`config.mk`:
```
export PLATFORM = sky130hd
export DESIGN_NAME = speed_heart_rate_statistics_core
export DESIGN_NICKNAME = d
export VERILOG_FILES = /design/src/shrs_pkg.sv /design/src/shrs_front.sv /design/src/shrs_queue.sv /design/src/shrs_back.sv /design/src/speed_heart_rate_statistics_core.sv
export VERILOG_INCLUDE_DIRS = /design/src /design/src/src
export SDC_FILE = /design/constraint.sdc
export NUM_CORES = 2
export LEC_CHECK = 0
export BUFFER_PORTS_ARGS = -buffer_cell sky130_fd_sc_hd__buf_4
export CAP_MARGIN = 20
export CELL_PAD_IN_SITES_DETAIL_PLACEMENT = 1
export CELL_PAD_IN_SITES_GLOBAL_PLACEMENT = 1
export CORE_MARGIN = 5
export CORE_UTILIZATION = 35
export CTS_CLUSTER_SIZE = 20
export DETAILED_ROUTE_END_ITERATION = 7
export GPL_ROUTABILITY_DRIVEN = 0
export PLACE_DENSITY = 0.72
export SYNTH_ARGS = -nofsm -noshare
export SYNTH_HDL_FRONTEND = slang
export SYNTH_SLANG_ARGS = --single-unit
```
`constraint.sdc`:
```
create_clock -name aclk -period 9.15 [get_ports aclk]
set_clock_uncertainty 0.05 [all_clocks]
set_input_delay 0 -clock aclk [delete_from_list [all_inputs] [get_ports aclk]]
set_output_delay 0 -clock aclk [all_outputs]
set_load 0.02 [all_outputs]
```
`src/speed_heart_rate_statistics_core_defines.svh`:
```
// Assertion macros shared by the ride statistics RTL.
// No dependencies; included by the modules that carry assertions.
`ifndef SPEED_HEART_RATE_STATISTICS_CORE_DEFINES_SVH
`define SPEED_HEART_RATE_STATISTICS_CORE_DEFINES_SVH

// Same-cycle implication, disabled while reset is asserted.
`define SHRS_ASSERT_IMPLIES(label, clk, rstn, ante, cons, msg) \
    label: assert property (@(posedge clk) disable iff (!rstn) (ante) |-> (cons)) \
        else $error(msg);

// Next-cycle implication, disabled while reset is asserted.
`define SHRS_ASSERT_NEXT(label, clk, rstn, ante, cons, msg) \
    label: assert property (@(posedge clk) disable iff (!rstn) (ante) |=> (cons)) \
        else $error(msg);

`endif

```
`src/shrs_pkg.sv`:
```
// Shared widths, codes and types for the ride statistics core.
// No dependencies; used by every module of the block.
`default_nettype none

package shrs_pkg;

    // accumulator widths
    localparam int TIME_SUM_BITS    = 40;
    localparam int PRODUCT_SUM_BITS = 56;

    // field widths
    localparam int ACTION_W    = 2;
    localparam int SPEED_IN_W  = 16;
    localparam int SPEED_W     = 15;
    localparam int INTERVAL_W  = 16;
    localparam int BPM_W       = 8;
    localparam int HR_TOTAL_W  = 40;
    localparam int COUNT_W     = 32;
    localparam int CFG_IDX_W   = 2;
    localparam int CFG_DATA_W  = 15;

    // derived
    localparam int PRODUCT_W = SPEED_W + INTERVAL_W;
    localparam int HR_NUM_W  = HR_TOTAL_W + 1;
    localparam int DIV_STEPS = (PRODUCT_SUM_BITS > HR_NUM_W) ? PRODUCT_SUM_BITS : HR_NUM_W;
    localparam int STEP_W    = $clog2(DIV_STEPS + 1);

    // front-to-back queue
    localparam int QUEUE_DEPTH = 2;
    localparam int QPTR_W      = (QUEUE_DEPTH > 1) ? $clog2(QUEUE_DEPTH) : 1;
    localparam int QCNT_W      = $clog2(QUEUE_DEPTH + 1);

    // register reset values
    localparam logic [SPEED_W-1:0] SPEED_LIMIT_RST   = 15'd12000;
    localparam logic [SPEED_W-1:0] MOVE_THRESH_RST   = 15'd300;
    localparam logic [BPM_W-1:0]   HR_LOW_RST        = 8'd30;
    localparam logic [BPM_W-1:0]   HR_HIGH_RST       = 8'd240;

    typedef enum logic [ACTION_W-1:0] {
        ACT_SPEED = 2'd0,
        ACT_HEART = 2'd1,
        ACT_CLEAR = 2'd2,
        ACT_NOP   = 2'd3
    } action_t;

    typedef enum logic [CFG_IDX_W-1:0] {
        CFG_SPEED_LIMIT  = 2'd0,
        CFG_MOVE_THRESH  = 2'd1,
        CFG_HR_LOW       = 2'd2,
        CFG_HR_HIGH      = 2'd3
    } cfg_reg_t;

    // classified operation handed from front to back
    typedef enum logic [2:0] {
        OP_NONE,
        OP_SPEED,
        OP_MOVE,
        OP_HEART,
        OP_CLEAR
    } op_kind_t;

    typedef struct packed {
        op_kind_t                kind;
        logic                    accepted;
        logic [SPEED_W-1:0]      speed;
        logic [INTERVAL_W-1:0]   interval;
        logic [BPM_W-1:0]        bpm;
    } op_t;

    typedef enum logic [2:0] {
        ST_IDLE,
        ST_MUL,
        ST_UPDATE,
        ST_LOAD,
        ST_DIV,
        ST_DONE
    } back_state_t;

endpackage

`default_nettype wire

```
`src/shrs_front.sv`:
```
// Front end: configuration registers, input handshake and sample classification.
// Depends on shrs_pkg.
`default_nettype none

module shrs_front (
    input  wire logic                             aclk,
    input  wire logic                             aresetn,
    input  wire logic                             cfg_valid,
    output logic                                  cfg_ready,
    input  wire logic [shrs_pkg::CFG_IDX_W-1:0]   cfg_index,
    input  wire logic [shrs_pkg::CFG_DATA_W-1:0]  cfg_data,
    input  wire logic                             s_valid,
    output logic                                  s_ready,
    input  wire logic [shrs_pkg::ACTION_W-1:0]    s_action,
    input  wire logic signed [shrs_pkg::SPEED_IN_W-1:0] s_speed_sample,
    input  wire logic [shrs_pkg::INTERVAL_W-1:0]  s_interval_ms,
    input  wire logic [shrs_pkg::BPM_W-1:0]       s_heart_rate_sample,
    input  wire logic                             q_full,
    output logic                                  push,
    output shrs_pkg::op_t                         push_op
);

    logic [shrs_pkg::SPEED_W-1:0] speed_limit_reg;
    logic [shrs_pkg::SPEED_W-1:0] move_thresh_reg;
    logic [shrs_pkg::BPM_W-1:0]   hr_low_reg;
    logic [shrs_pkg::BPM_W-1:0]   hr_high_reg;

    logic [shrs_pkg::SPEED_W-1:0] speed_mag;
    logic                         speed_ok;
    logic                         heart_ok;

    assign cfg_ready = 1'b1;

    always_ff @(posedge aclk) begin
        if (!aresetn) begin
            speed_limit_reg <= shrs_pkg::SPEED_LIMIT_RST;
            move_thresh_reg <= shrs_pkg::MOVE_THRESH_RST;
            hr_low_reg      <= shrs_pkg::HR_LOW_RST;
            hr_high_reg     <= shrs_pkg::HR_HIGH_RST;
        end else if (cfg_valid) begin
            case (shrs_pkg::cfg_reg_t'(cfg_index))
                shrs_pkg::CFG_SPEED_LIMIT: speed_limit_reg <= cfg_data;
                shrs_pkg::CFG_MOVE_THRESH: move_thresh_reg <= cfg_data;
                shrs_pkg::CFG_HR_LOW:      hr_low_reg  <= cfg_data[shrs_pkg::BPM_W-1:0];
                shrs_pkg::CFG_HR_HIGH:     hr_high_reg <= cfg_data[shrs_pkg::BPM_W-1:0];
                default: ;
            endcase
        end
    end

    assign s_ready = !q_full;
    assign push    = s_valid && !q_full;

    assign speed_mag = s_speed_sample[shrs_pkg::SPEED_W-1:0];
    assign speed_ok  = (s_interval_ms != '0) && !s_speed_sample[shrs_pkg::SPEED_IN_W-1]
                       && (speed_mag <= speed_limit_reg);
    // an inverted band rejects everything by construction
    assign heart_ok  = (s_heart_rate_sample >= hr_low_reg)
                       && (s_heart_rate_sample <= hr_high_reg);

    always_comb begin
        push_op          = '0;
        push_op.kind     = shrs_pkg::OP_NONE;
        push_op.speed    = speed_mag;
        push_op.interval = s_interval_ms;
        push_op.bpm      = s_heart_rate_sample;
        case (shrs_pkg::action_t'(s_action))
            shrs_pkg::ACT_SPEED: begin
                if (speed_ok) begin
                    push_op.accepted = 1'b1;
                    push_op.kind     = (speed_mag >= move_thresh_reg) ? shrs_pkg::OP_MOVE
                                                                      : shrs_pkg::OP_SPEED;
                end
            end
            shrs_pkg::ACT_HEART: begin
                if (heart_ok) begin
                    push_op.accepted = 1'b1;
                    push_op.kind     = shrs_pkg::OP_HEART;
                end
            end
            shrs_pkg::ACT_CLEAR: push_op.kind = shrs_pkg::OP_CLEAR;
            default:             push_op.kind = shrs_pkg::OP_NONE;
        endcase
    end

endmodule

`default_nettype wire

```
`src/shrs_queue.sv`:
```
// Short FIFO of classified operations between front and back end.
// Depends on shrs_pkg.
`default_nettype none

module shrs_queue (
    input  wire logic          aclk,
    input  wire logic          aresetn,
    input  wire logic          push,
    input  wire shrs_pkg::op_t push_op,
    output logic               full,
    input  wire logic          pop,
    output logic               head_valid,
    output shrs_pkg::op_t      head_op
);

    shrs_pkg::op_t                  entries_reg [shrs_pkg::QUEUE_DEPTH];
    logic [shrs_pkg::QPTR_W-1:0]    wr_ptr_reg, wr_ptr_next;
    logic [shrs_pkg::QPTR_W-1:0]    rd_ptr_reg, rd_ptr_next;
    logic [shrs_pkg::QCNT_W-1:0]    count_reg,  count_next;

    assign full       = (count_reg == shrs_pkg::QCNT_W'(shrs_pkg::QUEUE_DEPTH));
    assign head_valid = (count_reg != '0);
    assign head_op    = entries_reg[rd_ptr_reg];

    always_comb begin
        wr_ptr_next = wr_ptr_reg;
        rd_ptr_next = rd_ptr_reg;
        count_next  = count_reg;
        if (push) begin
            wr_ptr_next = (wr_ptr_reg == shrs_pkg::QPTR_W'(shrs_pkg::QUEUE_DEPTH - 1))
                          ? '0 : wr_ptr_reg + 1'b1;
        end
        if (pop) begin
            rd_ptr_next = (rd_ptr_reg == shrs_pkg::QPTR_W'(shrs_pkg::QUEUE_DEPTH - 1))
                          ? '0 : rd_ptr_reg + 1'b1;
        end
        if (push && !pop) begin
            count_next = count_reg + 1'b1;
        end else if (!push && pop) begin
            count_next = count_reg - 1'b1;
        end
    end

    always_ff @(posedge aclk) begin
        if (!aresetn) begin
            wr_ptr_reg <= '0;
            rd_ptr_reg <= '0;
            count_reg  <= '0;
        end else begin
            wr_ptr_reg <= wr_ptr_next;
            rd_ptr_reg <= rd_ptr_next;
            count_reg  <= count_next;
        end
    end

    always_ff @(posedge aclk) begin
        if (push) begin
            entries_reg[wr_ptr_reg] <= push_op;
        end
    end

endmodule

`default_nettype wire

```
`src/shrs_back.sv`:
```
// Back end: statistics accumulators, bit-serial dividers for both means, result register.
// Depends on shrs_pkg and the assertion macro header.
`default_nettype none
`include "speed_heart_rate_statistics_core_defines.svh"

module shrs_back (
    input  wire logic                           aclk,
    input  wire logic                           aresetn,
    input  wire logic                           head_valid,
    input  wire shrs_pkg::op_t                  head_op,
    output logic                                pop,
    output logic                                m_valid,
    input  wire logic                           m_ready,
    output logic                                m_sample_accepted,
    output logic [shrs_pkg::SPEED_W-1:0]        m_peak_speed,
    output logic [shrs_pkg::SPEED_W-1:0]        m_mean_moving_speed,
    output logic [shrs_pkg::BPM_W-1:0]          m_peak_heart_rate,
    output logic [shrs_pkg::BPM_W-1:0]          m_mean_heart_rate
);

    localparam int TW = shrs_pkg::TIME_SUM_BITS;
    localparam int PW = shrs_pkg::PRODUCT_SUM_BITS;
    localparam int CW = shrs_pkg::COUNT_W;
    localparam int DW = shrs_pkg::DIV_STEPS;

    shrs_pkg::back_state_t state_reg, state_next;
    shrs_pkg::op_t         op_reg, op_next;
    logic [shrs_pkg::PRODUCT_W-1:0] prod_reg, prod_next;

    // statistics
    logic [shrs_pkg::SPEED_W-1:0]    max_speed_reg, max_speed_next;
    logic [TW-1:0]                   time_sum_reg,  time_sum_next;
    logic [PW-1:0]                   prod_sum_reg,  prod_sum_next;
    logic [shrs_pkg::BPM_W-1:0]      max_hr_reg,    max_hr_next;
    logic [shrs_pkg::HR_TOTAL_W-1:0] hr_total_reg,  hr_total_next;
    logic [CW-1:0]                   hr_count_reg,  hr_count_next;

    // dividers
    logic [DW-1:0]                   s_num_reg, s_num_next;
    logic [TW-1:0]                   s_rem_reg, s_rem_next;
    logic [shrs_pkg::SPEED_W-1:0]    s_quo_reg, s_quo_next;
    logic                            s_ovf_reg, s_ovf_next;
    logic [DW-1:0]                   h_num_reg, h_num_next;
    logic [CW-1:0]                   h_rem_reg, h_rem_next;
    logic [shrs_pkg::BPM_W-1:0]      h_quo_reg, h_quo_next;
    logic                            h_ovf_reg, h_ovf_next;
    logic [shrs_pkg::STEP_W-1:0]     step_reg,  step_next;

    // result register
    logic                            m_valid_reg, m_valid_next;
    logic                            acc_out_reg, acc_out_next;
    logic [shrs_pkg::SPEED_W-1:0]    pk_spd_out_reg, pk_spd_out_next;
    logic [shrs_pkg::SPEED_W-1:0]    mn_spd_out_reg, mn_spd_out_next;
    logic [shrs_pkg::BPM_W-1:0]      pk_hr_out_reg,  pk_hr_out_next;
    logic [shrs_pkg::BPM_W-1:0]      mn_hr_out_reg,  mn_hr_out_next;

    // datapath temporaries
    logic [TW:0]                     time_add;
    logic [PW:0]                     prod_add;
    logic [TW:0]                     s_trial;
    logic                            s_ge;
    logic [TW:0]                     s_diff;
    logic [CW:0]                     h_trial;
    logic                            h_ge;
    logic [CW:0]                     h_diff;
    logic [shrs_pkg::HR_NUM_W-1:0]   hr_num;

    assign time_add = {1'b0, time_sum_reg} + (TW+1)'(op_reg.interval);
    assign prod_add = {1'b0, prod_sum_reg} + (PW+1)'(prod_reg);
    assign hr_num   = {1'b0, hr_total_reg} + shrs_pkg::HR_NUM_W'(hr_count_reg >> 1);

    // one restoring step per cycle for each quotient
    assign s_trial = {s_rem_reg, s_num_reg[DW-1]};
    assign s_ge    = (s_trial >= {1'b0, time_sum_reg});
    assign s_diff  = s_trial - {1'b0, time_sum_reg};
    assign h_trial = {h_rem_reg, h_num_reg[DW-1]};
    assign h_ge    = (h_trial >= {1'b0, hr_count_reg});
    assign h_diff  = h_trial - {1'b0, hr_count_reg};

    always_comb begin
        state_next      = state_reg;
        op_next         = op_reg;
        prod_next       = prod_reg;
        max_speed_next  = max_speed_reg;
        time_sum_next   = time_sum_reg;
        prod_sum_next   = prod_sum_reg;
        max_hr_next     = max_hr_reg;
        hr_total_next   = hr_total_reg;
        hr_count_next   = hr_count_reg;
        s_num_next      = s_num_reg;
        s_rem_next      = s_rem_reg;
        s_quo_next      = s_quo_reg;
        s_ovf_next      = s_ovf_reg;
        h_num_next      = h_num_reg;
        h_rem_next      = h_rem_reg;
        h_quo_next      = h_quo_reg;
        h_ovf_next      = h_ovf_reg;
        step_next       = step_reg;
        m_valid_next    = m_valid_reg && !m_ready;
        acc_out_next    = acc_out_reg;
        pk_spd_out_next = pk_spd_out_reg;
        mn_spd_out_next = mn_spd_out_reg;
        pk_hr_out_next  = pk_hr_out_reg;
        mn_hr_out_next  = mn_hr_out_reg;
        pop             = 1'b0;

        case (state_reg)
            shrs_pkg::ST_IDLE: begin
                if (head_valid) begin
                    pop        = 1'b1;
                    op_next    = head_op;
                    state_next = shrs_pkg::ST_MUL;
                end
            end
            shrs_pkg::ST_MUL: begin
                prod_next  = shrs_pkg::PRODUCT_W'(op_reg.speed)
                             * shrs_pkg::PRODUCT_W'(op_reg.interval);
                state_next = shrs_pkg::ST_UPDATE;
            end
            shrs_pkg::ST_UPDATE: begin
                case (op_reg.kind)
                    shrs_pkg::OP_SPEED: begin
                        if (op_reg.speed > max_speed_reg) max_speed_next = op_reg.speed;
                    end
                    shrs_pkg::OP_MOVE: begin
                        if (op_reg.speed > max_speed_reg) max_speed_next = op_reg.speed;
                        time_sum_next = time_add[TW] ? '1 : time_add[TW-1:0];
                        prod_sum_next = prod_add[PW] ? '1 : prod_add[PW-1:0];
                    end
                    shrs_pkg::OP_HEART: begin
                        if (op_reg.bpm > max_hr_reg) max_hr_next = op_reg.bpm;
                        // count stuck at all ones: only the peak moves
                        if (hr_count_reg != '1) begin
                            hr_total_next = hr_total_reg
                                            + shrs_pkg::HR_TOTAL_W'(op_reg.bpm);
                            hr_count_next = hr_count_reg + 1'b1;
                        end
                    end
                    shrs_pkg::OP_CLEAR: begin
                        max_speed_next = '0;
                        time_sum_next  = '0;
                        prod_sum_next  = '0;
                        max_hr_next    = '0;
                        hr_total_next  = '0;
                        hr_count_next  = '0;
                    end
                    default: ;
                endcase
                state_next = shrs_pkg::ST_LOAD;
            end
            shrs_pkg::ST_LOAD: begin
                s_num_next = DW'(prod_sum_reg);
                s_rem_next = '0;
                s_quo_next = '0;
                s_ovf_next = 1'b0;
                h_num_next = DW'(hr_num);
                h_rem_next = '0;
                h_quo_next = '0;
                h_ovf_next = 1'b0;
                step_next  = '0;
                state_next = shrs_pkg::ST_DIV;
            end
            shrs_pkg::ST_DIV: begin
                s_num_next = {s_num_reg[DW-2:0], 1'b0};
                s_rem_next = s_ge ? s_diff[TW-1:0] : s_trial[TW-1:0];
                s_ovf_next = s_ovf_reg | s_quo_reg[shrs_pkg::SPEED_W-1];
                s_quo_next = {s_quo_reg[shrs_pkg::SPEED_W-2:0], s_ge};
                h_num_next = {h_num_reg[DW-2:0], 1'b0};
                h_rem_next = h_ge ? h_diff[CW-1:0] : h_trial[CW-1:0];
                h_ovf_next = h_ovf_reg | h_quo_reg[shrs_pkg::BPM_W-1];
                h_quo_next = {h_quo_reg[shrs_pkg::BPM_W-2:0], h_ge};
                step_next  = step_reg + 1'b1;
                if (step_reg == shrs_pkg::STEP_W'(DW - 1)) begin
                    state_next = shrs_pkg::ST_DONE;
                end
            end
            shrs_pkg::ST_DONE: begin
                if (!m_valid_reg || m_ready) begin
                    m_valid_next    = 1'b1;
                    acc_out_next    = op_reg.accepted;
                    pk_spd_out_next = max_speed_reg;
                    pk_hr_out_next  = max_hr_reg;
                    if (time_sum_reg == '0)  mn_spd_out_next = '0;
                    else if (s_ovf_reg)      mn_spd_out_next = '1;
                    else                     mn_spd_out_next = s_quo_reg;
                    if (hr_count_reg == '0)  mn_hr_out_next = '0;
                    else if (h_ovf_reg)      mn_hr_out_next = '1;
                    else                     mn_hr_out_next = h_quo_reg;
                    state_next = shrs_pkg::ST_IDLE;
                end
            end
            default: state_next = shrs_pkg::ST_IDLE;
        endcase
    end

    always_ff @(posedge aclk) begin
        if (!aresetn) begin
            state_reg     <= shrs_pkg::ST_IDLE;
            m_valid_reg   <= 1'b0;
            max_speed_reg <= '0;
            time_sum_reg  <= '0;
            prod_sum_reg  <= '0;
            max_hr_reg    <= '0;
            hr_total_reg  <= '0;
            hr_count_reg  <= '0;
        end else begin
            state_reg     <= state_next;
            m_valid_reg   <= m_valid_next;
            max_speed_reg <= max_speed_next;
            time_sum_reg  <= time_sum_next;
            prod_sum_reg  <= prod_sum_next;
            max_hr_reg    <= max_hr_next;
            hr_total_reg  <= hr_total_next;
            hr_count_reg  <= hr_count_next;
        end
    end

    always_ff @(posedge aclk) begin
        op_reg         <= op_next;
        prod_reg       <= prod_next;
        s_num_reg      <= s_num_next;
        s_rem_reg      <= s_rem_next;
        s_quo_reg      <= s_quo_next;
        s_ovf_reg      <= s_ovf_next;
        h_num_reg      <= h_num_next;
        h_rem_reg      <= h_rem_next;
        h_quo_reg      <= h_quo_next;
        h_ovf_reg      <= h_ovf_next;
        step_reg       <= step_next;
        acc_out_reg    <= acc_out_next;
        pk_spd_out_reg <= pk_spd_out_next;
        mn_spd_out_reg <= mn_spd_out_next;
        pk_hr_out_reg  <= pk_hr_out_next;
        mn_hr_out_reg  <= mn_hr_out_next;
    end

    assign m_valid             = m_valid_reg;
    assign m_sample_accepted   = acc_out_reg;
    assign m_peak_speed        = pk_spd_out_reg;
    assign m_mean_moving_speed = mn_spd_out_reg;
    assign m_peak_heart_rate   = pk_hr_out_reg;
    assign m_mean_heart_rate   = mn_hr_out_reg;

    `SHRS_ASSERT_IMPLIES(a_pop_only_idle, aclk, aresetn, pop, state_reg == shrs_pkg::ST_IDLE, "queue popped while back end busy")
    `SHRS_ASSERT_NEXT(a_pop_starts_op, aclk, aresetn, pop, state_reg == shrs_pkg::ST_MUL, "popped word did not start processing")
    `SHRS_ASSERT_IMPLIES(a_speed_rem_bound, aclk, aresetn, (state_reg == shrs_pkg::ST_DIV) && (time_sum_reg != '0), s_rem_reg < time_sum_reg, "speed divider remainder out of range")
    `SHRS_ASSERT_IMPLIES(a_hr_rem_bound, aclk, aresetn, (state_reg == shrs_pkg::ST_DIV) && (hr_count_reg != '0), h_rem_reg < hr_count_reg, "heart divider remainder out of range")
    `SHRS_ASSERT_IMPLIES(a_hr_mean_le_peak, aclk, aresetn, m_valid_reg, mn_hr_out_reg <= pk_hr_out_reg, "mean heart rate above peak")

endmodule

`default_nettype wire

```
`src/speed_heart_rate_statistics_core.sv`:
```
// Ride statistics core: speed / heart-rate accumulators with mean outputs.
// Back end: one word at a time, paced by the bit-serial divider (56 steps).
// Input side keeps accepting into a 2-word queue while the back end works.
// Reset (aresetn low, synchronous): statistics cleared, config at defaults.
// Depends on shrs_pkg, shrs_front, shrs_queue, shrs_back.
`default_nettype none

module speed_heart_rate_statistics_core (
    input  wire logic                              aclk,
    input  wire logic                              aresetn,

    // configuration write channel
    input  wire logic                              cfg_valid,
    output logic                                   cfg_ready,
    input  wire logic [shrs_pkg::CFG_IDX_W-1:0]    cfg_index,
    input  wire logic [shrs_pkg::CFG_DATA_W-1:0]   cfg_data,

    // sample input
    input  wire logic                              s_valid,
    output logic                                   s_ready,
    input  wire logic [shrs_pkg::ACTION_W-1:0]     s_action,
    input  wire logic signed [shrs_pkg::SPEED_IN_W-1:0] s_speed_sample,
    input  wire logic [shrs_pkg::INTERVAL_W-1:0]   s_interval_ms,
    input  wire logic [shrs_pkg::BPM_W-1:0]        s_heart_rate_sample,

    // statistics output
    output logic                                   m_valid,
    input  wire logic                              m_ready,
    output logic                                   m_sample_accepted,
    output logic [shrs_pkg::SPEED_W-1:0]           m_peak_speed,
    output logic [shrs_pkg::SPEED_W-1:0]           m_mean_moving_speed,
    output logic [shrs_pkg::BPM_W-1:0]             m_peak_heart_rate,
    output logic [shrs_pkg::BPM_W-1:0]             m_mean_heart_rate
);

    // Front -> queue: each accepted word is classified up front against the
    // current thresholds, so the back end only sees an opcode plus operands.
    logic           q_full;
    logic           push;
    shrs_pkg::op_t  push_op;

    // Queue -> back
    logic           head_valid;
    shrs_pkg::op_t  head_op;
    logic           pop;

    // Front end owns the four config registers. They are read only while
    // classifying, so writes during idle take effect on the next word.
    shrs_front u_front (
        .aclk                (aclk),
        .aresetn             (aresetn),
        .cfg_valid           (cfg_valid),
        .cfg_ready           (cfg_ready),
        .cfg_index           (cfg_index),
        .cfg_data            (cfg_data),
        .s_valid             (s_valid),
        .s_ready             (s_ready),
        .s_action            (s_action),
        .s_speed_sample      (s_speed_sample),
        .s_interval_ms       (s_interval_ms),
        .s_heart_rate_sample (s_heart_rate_sample),
        .q_full              (q_full),
        .push                (push),
        .push_op             (push_op)
    );

    // Decouples input handshake from the long-running back end.
    shrs_queue u_queue (
        .aclk       (aclk),
        .aresetn    (aresetn),
        .push       (push),
        .push_op    (push_op),
        .full       (q_full),
        .pop        (pop),
        .head_valid (head_valid),
        .head_op    (head_op)
    );

    // Back end sequence per word:
    //   pop -> multiply speed*interval -> update accumulators (saturating)
    //   -> load dividers -> 56 restoring steps -> write result register.
    // Mean speed = product sum / moving time (the 3.6 and ms scale cancel),
    // truncated and clamped to 15 bits. Mean heart rate is rounded half up
    // by adding count/2 to the total before dividing.
    shrs_back u_back (
        .aclk                (aclk),
        .aresetn             (aresetn),
        .head_valid          (head_valid),
        .head_op             (head_op),
        .pop                 (pop),
        .m_valid             (m_valid),
        .m_ready             (m_ready),
        .m_sample_accepted   (m_sample_accepted),
        .m_peak_speed        (m_peak_speed),
        .m_mean_moving_speed (m_mean_moving_speed),
        .m_peak_heart_rate   (m_peak_heart_rate),
        .m_mean_heart_rate   (m_mean_heart_rate)
    );

endmodule

`default_nettype wire
```
== Yosys cells after proc, flatten, opt, wreduce, memory -nomap -nowiden ==
Memory sizes are Yosys's and may differ from the RTL's. A register that Yosys moved wholly into a read port is not among the register bits.
Index checks and enable logic that the tools add are counted.

* Memories kept: 1
* Bits in registers: 538
* Memory bits (writable): 86
* Word-level logic and storage cells: 159
* Bits of input ports: 64
* Output and inout bits: 50

{| class="wikitable"
|+ Memories
! name !! depth !! width !! rd ports !! clocked after Yosys merged registers in !! wr ports !! RTL line !! source
|-
| u_queue.entries_reg || 2 || 43 || 1 || 1 || 1 || shrs_queue.sv:16 || <nowiki>shrs_pkg::op_t entries_reg [shrs_pkg::QUEUE_DEPTH];</nowiki>
|}

* Reductions and logical operators: 38
* Multiply operators: 1
* $lt $le $gt $ge: 8
* Add/subtract/negate cells: 12
* Bitwise gates (word level): 2
* Mux-type cells: 44
* Eq/ne operators: 23

{| class="wikitable"
|+ Operators by type and width
! cell !! count
|-
| $pmux 56 s2 || 3
|-
| $pmux 40 s2 || 3
|-
| $pmux 32 s2 || 2
|-
| $mux 40 || 3
|-
| $mux 32 || 2
|-
| $pmux 15 s2 || 2
|-
| $add 56x31->57 || 1
|-
| $mux 56 || 1
|-
| $add 40x16->41 || 1
|-
| $add 40x31->41 || 1
|-
| $ge 41x40->1 || 1
|-
| $add 40x8->40 || 1
|-
| $logic_not 40->1 || 1
|-
| $sub 40x40->40 || 1
|-
| $ge 33x32->1 || 1
|-
| $add 32x1->32 const B || 1
|-
| $logic_not 32->1 || 1
|-
| $ne 32x32->1 const B || 1
|-
| $pmux 8 s2 || 2
|-
| $sub 32x32->32 || 1
|-
| $mul 15x16->31 || 1
|-
| $mux 15 || 2
|-
| $pmux 3 s6 || 1
|-
| $mux 8 || 2
|-
| 36 further kinds || 92
|}

== Logic depth before layout (Yosys ltp) ==
* Depth after elaboration: 7
* Mapped depth: 25
* Depth with buffers taken out: 24

== Cells and area by module ==
A second synthesis with hierarchy kept.

* Cells, all modules: 4708
* Area total of the unflattened synthesis: 44903.1 um^2

{| class="wikitable"
|+ Modules (own cells, without submodules)
! module !! area each (um^2) !! cells each !! sequential area each (um^2) !! instances
|-
| shrs_back || 38403.1 || 4155 || 13993.4 || 1
|-
| shrs_queue || 3323.2 || 156 || 2682.6 || 1
|-
| shrs_front || 3176.8 || 397 || 920.9 || 1
|}

== Worst setup path after synthesis ==
No wires, ideal clock.

* Path kind: register to register
* Start point: register u_back.state_reg[1]
* End point: register u_back.h_num_reg[0], enable pin
* Path slack: 2.289 ns
* Library setup time: 1.688 ns
* Data required time: 7.412 ns
* Data arrival time: 5.123 ns
* Stages on the path, launching flop included: 8
* Clock period less this slack: 6.861 ns
* Cell sequence: dfxtp_1 -> clkbuf_1 -> nand2b_1 -> or2_2 -> clkbuf_1 -> clkbuf_1 -> clkbuf_1 -> nand2_1

* Cells in the longest elaborated chain, start to end: 2
* Elaborated cells between the ends (all ways): 3

{| class="wikitable"
|+ RTL lines
! what !! RTL line !! source
|-
| start, declared || shrs_back.sv:26 || <nowiki>shrs_pkg::back_state_t state_reg, state_next;</nowiki>
|-
| start signal, assigned || shrs_back.sv:198 || <nowiki>state_reg <= shrs_pkg::ST_IDLE;</nowiki>
|-
| start signal, assigned || shrs_back.sv:207 || <nowiki>state_reg <= state_next;</nowiki>
|-
| $eq 3x2->1 / $eq 3x3->1 (equally long branches) || shrs_back.sv:107 || <nowiki>case (state_reg)</nowiki>
|-
| $reduce_bool 2->1 (no line) * || n/a ||
|-
| end signal, assigned || shrs_back.sv:225 || <nowiki>h_num_reg <= h_num_next;</nowiki>
|-
| end, declared || shrs_back.sv:43 || <nowiki>logic [DW-1:0] h_num_reg, h_num_next;</nowiki>
|}

Every way passes the cells marked *; elsewhere a longest branch is shown, timed or not.
A chain may end at the register's enable or synchronous reset.

== Worst setup path in the final report ==
* Start point: register u_back.op_reg[29] in the netlist's numbering
* End point: register u_back.prod_reg[30] in the netlist's numbering, data pin

* Cells in the longest elaborated chain, start to end: 1

{| class="wikitable"
|+ RTL lines
! what !! RTL line !! source
|-
| start, declared || shrs_back.sv:27 || <nowiki>shrs_pkg::op_t op_reg, op_next;</nowiki>
|-
| start signal, assigned || shrs_back.sv:219 || <nowiki>op_reg <= op_next;</nowiki>
|-
| $mul 15x16->31 || shrs_back.sv:117 || <nowiki>* shrs_pkg::PRODUCT_W'(op_reg.interval);</nowiki>
|-
| end signal, assigned || shrs_back.sv:220 || <nowiki>prod_reg <= prod_next;</nowiki>
|-
| end, declared || shrs_back.sv:28 || <nowiki>logic [shrs_pkg::PRODUCT_W-1:0] prod_reg, prod_next;</nowiki>
|}

No other way between the ends.

==> qor.yml <==
max_cap_violations: 0
portBuffers: 112
postCtsSetupBuffers: 0
routed_wl_um: 119000
die_h_um: 365
yosys.area.top_type_share: 0.288
worst_setup_path_end_kind: "flop"
synth-compound-area-share: 0.140
period_share: 0.772
area_delta_synth_final_pct: 13.8
max_slew.worst_pin.slew_ns: 1.09
yosys-top-cells-area: "edfxtp_1 29%, dfxtp_1 11%, ha_1 9.3%"
wire_per_inst_um: 18.6
synth_common_cells: "537 x nand2_1, 422 x edfxtp_1, 408 x inv_1, 329 x nor2_1, 326 x ha_1"
ctsHtreeMaxLevel: 3
finalSetupViolCount: 0
synth-edff-count: 422
startpoint_type: "flop"
ys_seq_area_frac: 0.399
yosys_warnings: 0
grt_first_pass_wirelength_um: 193000
grt_pass1_vias: 35000
rsz0062_at_grt: "no"
clk_path_buf_depth: 3
root_buffer: "clkbuf_16"
viasPerCell: 5.22
clock.fmax_ghz: 0.142
synthCells: 4565
holdWs_ns: 0.0423
ios: 114
synth_cell_types: 92
hold_viol: 0
dpl_cell_area_sq_um: 46500
critPathMaxStageDelay_ns: 0.61
antenna_found_initial: 4
grt_overflow: 0
synth_top_family_by_area: "adder cells"
yosysMostFrequentCell: "nand2_1"
syn_nets: 5141
synthArstFlopShare: 0
ys_seq_elements: 667
row_count: 130
status: "completed"
dieArea_sq_um: 133000
muxShareOfSynthArea: 0.0274
dpl.hpwl_um: 86000
max-slew-margin-rel: 0.274
path_clk_slew_ns: 0.06
die_width_um: 365
numClockSinks: 667
tns_ns: 0
postCtsHoldBufs: 83
critPathMaxFanout: 18
cts_resized: 0
grt.total_usage: 0.178
core-area_sq_um: 125000
syn-cell-area_sq_um: 44000
yosys.area_share.simple: 0.159
cts_buffers: 81
largest_register_ffs: 86
final_cell_area_sq_um: 50100
ant_nets: 0
crit_required_ns: 9.50
synthAdderAreaFrac: 0.177
initial_core_util: 0.351
arrival_ns: 7.41
yosysTopAreaCell: "edfxtp_1"
path_class: "reg -> reg"
syn_avg_cell_area_sq_um: 9.64
crit_chain: "and2_1, fa_1, inv_1, fa_1, inv_1, fa_1, inv_1, fa_1, inv_1, fa_1, inv_1, fa_1, inv_1, ha_1, nand3_1, nor4_1, o31ai_1, o31ai_1, a21oi_1, o21ai_0, a31oi_1, o211ai_1, o211ai_1, xnor2_1"
critPathSlowestCell: "edfxtp_1"
clock_latency_ns: 0.67
synth_xor_area_frac: 0.0458
routed-via-count: 33400
synthFlopType: "edfxtp_1"
cts_tree: "built"
drc: 0
grt_max_degree: 160
slew_viol_final: 0
hold_path_class: "in -> reg"
initialDrtViolationCount: 1854
drive_gt1_frac: 0.0741
first_pass_iters: 5
num-nets-final: 5262
finalCriticalPeriod_ns: 7.06
[per-stage QoR]
step / utilization / setup slack (ns) / instances
floorplan: - / 2.29 / 4565
global placement: 0.371 / 2.09 / 6167
detailed placement: 0.371 / 2.07 / 6167
CTS: 0.400 / 2.05 / 6400
global route: 0.400 / 1.63 / 6403
finish: 0.400 / 2.09 / 6404
[logic make-up (layout without fill, tap and decap cells)]
group / after synthesis / in the layout
simple gates: 1482 / 1482
flops: 667 / 667
fa+ha+maj: 512 / 512
compound gates: 962 / 962
other cells: 1 / 2
xor+xnor: 230 / 230
mux: 115 / 115
buf+inv: 596 / 784
[final cells by class]
class / count / area, sq um
fillers: 14200 / 75100
multi-input cells: 3302 / 24200
flip-flops and latches: 667 / 17600
clock buffers: 105 / 2170
well taps: 1650 / 2060
repair buffers: 226 / 1940
inverters: 408 / 1530
clock inverters: 45 / 572
diodes: 1 / 2.50
[cells in the final DEF (no fill, tap or decap), types with 19 or more instances in the layout]
cell           instances
nand3_1               89
nand2_1              535
clkbuf_16             81
dlygate4sd3_1         83
xnor2_1              144
a21oi_1              322
o21a_1                34
fa_1                 186
nand4_1               45
ha_1                 326
nor4_1                29
o21ai_0              175
a211oi_1              51
mux2_2                43
o31ai_1               19
xor2_1                86
and2_1               211
a31oi_1               37
dfxtp_1              244
clkbuf_1              19
nor3_1                52
o21bai_1              24
edfxtp_1             422
nor2b_1               31
buf_4                140
inv_1                406
o211ai_1              33
a21o_1               123
nor2_1               325
nand2b_1              43
mux2i_1               72
or3_1                 27
and3_1                47
a311oi_1              19
[worst max-delay path: cells and delay by family, from the launching register on]
family / cells / cell delay [ns]
XOR/XNOR: 1 / 0.15
AO/OA/AOI/OAI: 7 / 1.51
AND/OR/NAND/NOR: 3 / 0.73
adder cells (fa/ha/maj): 7 / 3.42
flip-flops: 1 / 0.61
buffers and inverters: 6 / 0.31
[routing by layer]
metal  vias to the layer above  wire (um)  track usage
li1                      16100          -            -
met5                         -         13            0
met4                         2       2330       0.0386
met2                       530      56200        0.300
met3                       149       4800       0.0273
met1                     16600      55700        0.243
[worst paths after layout]
check / start / end / slack, ns / cells after the start
worst max-delay path: u_back.op_reg[29]$_DFFE_PP_ / u_back.prod_reg[30]$_DFFE_PP_ / 2.09 / 24
worst min-delay path: s_interval_ms[9] / u_queue.entries_reg[0][17]$_DFFE_PP_ / 0.04 / 2
worst max register to register: u_back.op_reg[29]$_DFFE_PP_ / u_back.prod_reg[30]$_DFFE_PP_ / 2.09 / 24
worst min register to register: u_front.speed_limit_reg[12]$_SDFFE_PN0P_ / u_front.speed_limit_reg[12]$_SDFFE_PN0P_ / 0.41 / 2
Power is not shown: default switching activity piles up to over one toggle a cycle in this logic, so the estimate is an artifact.
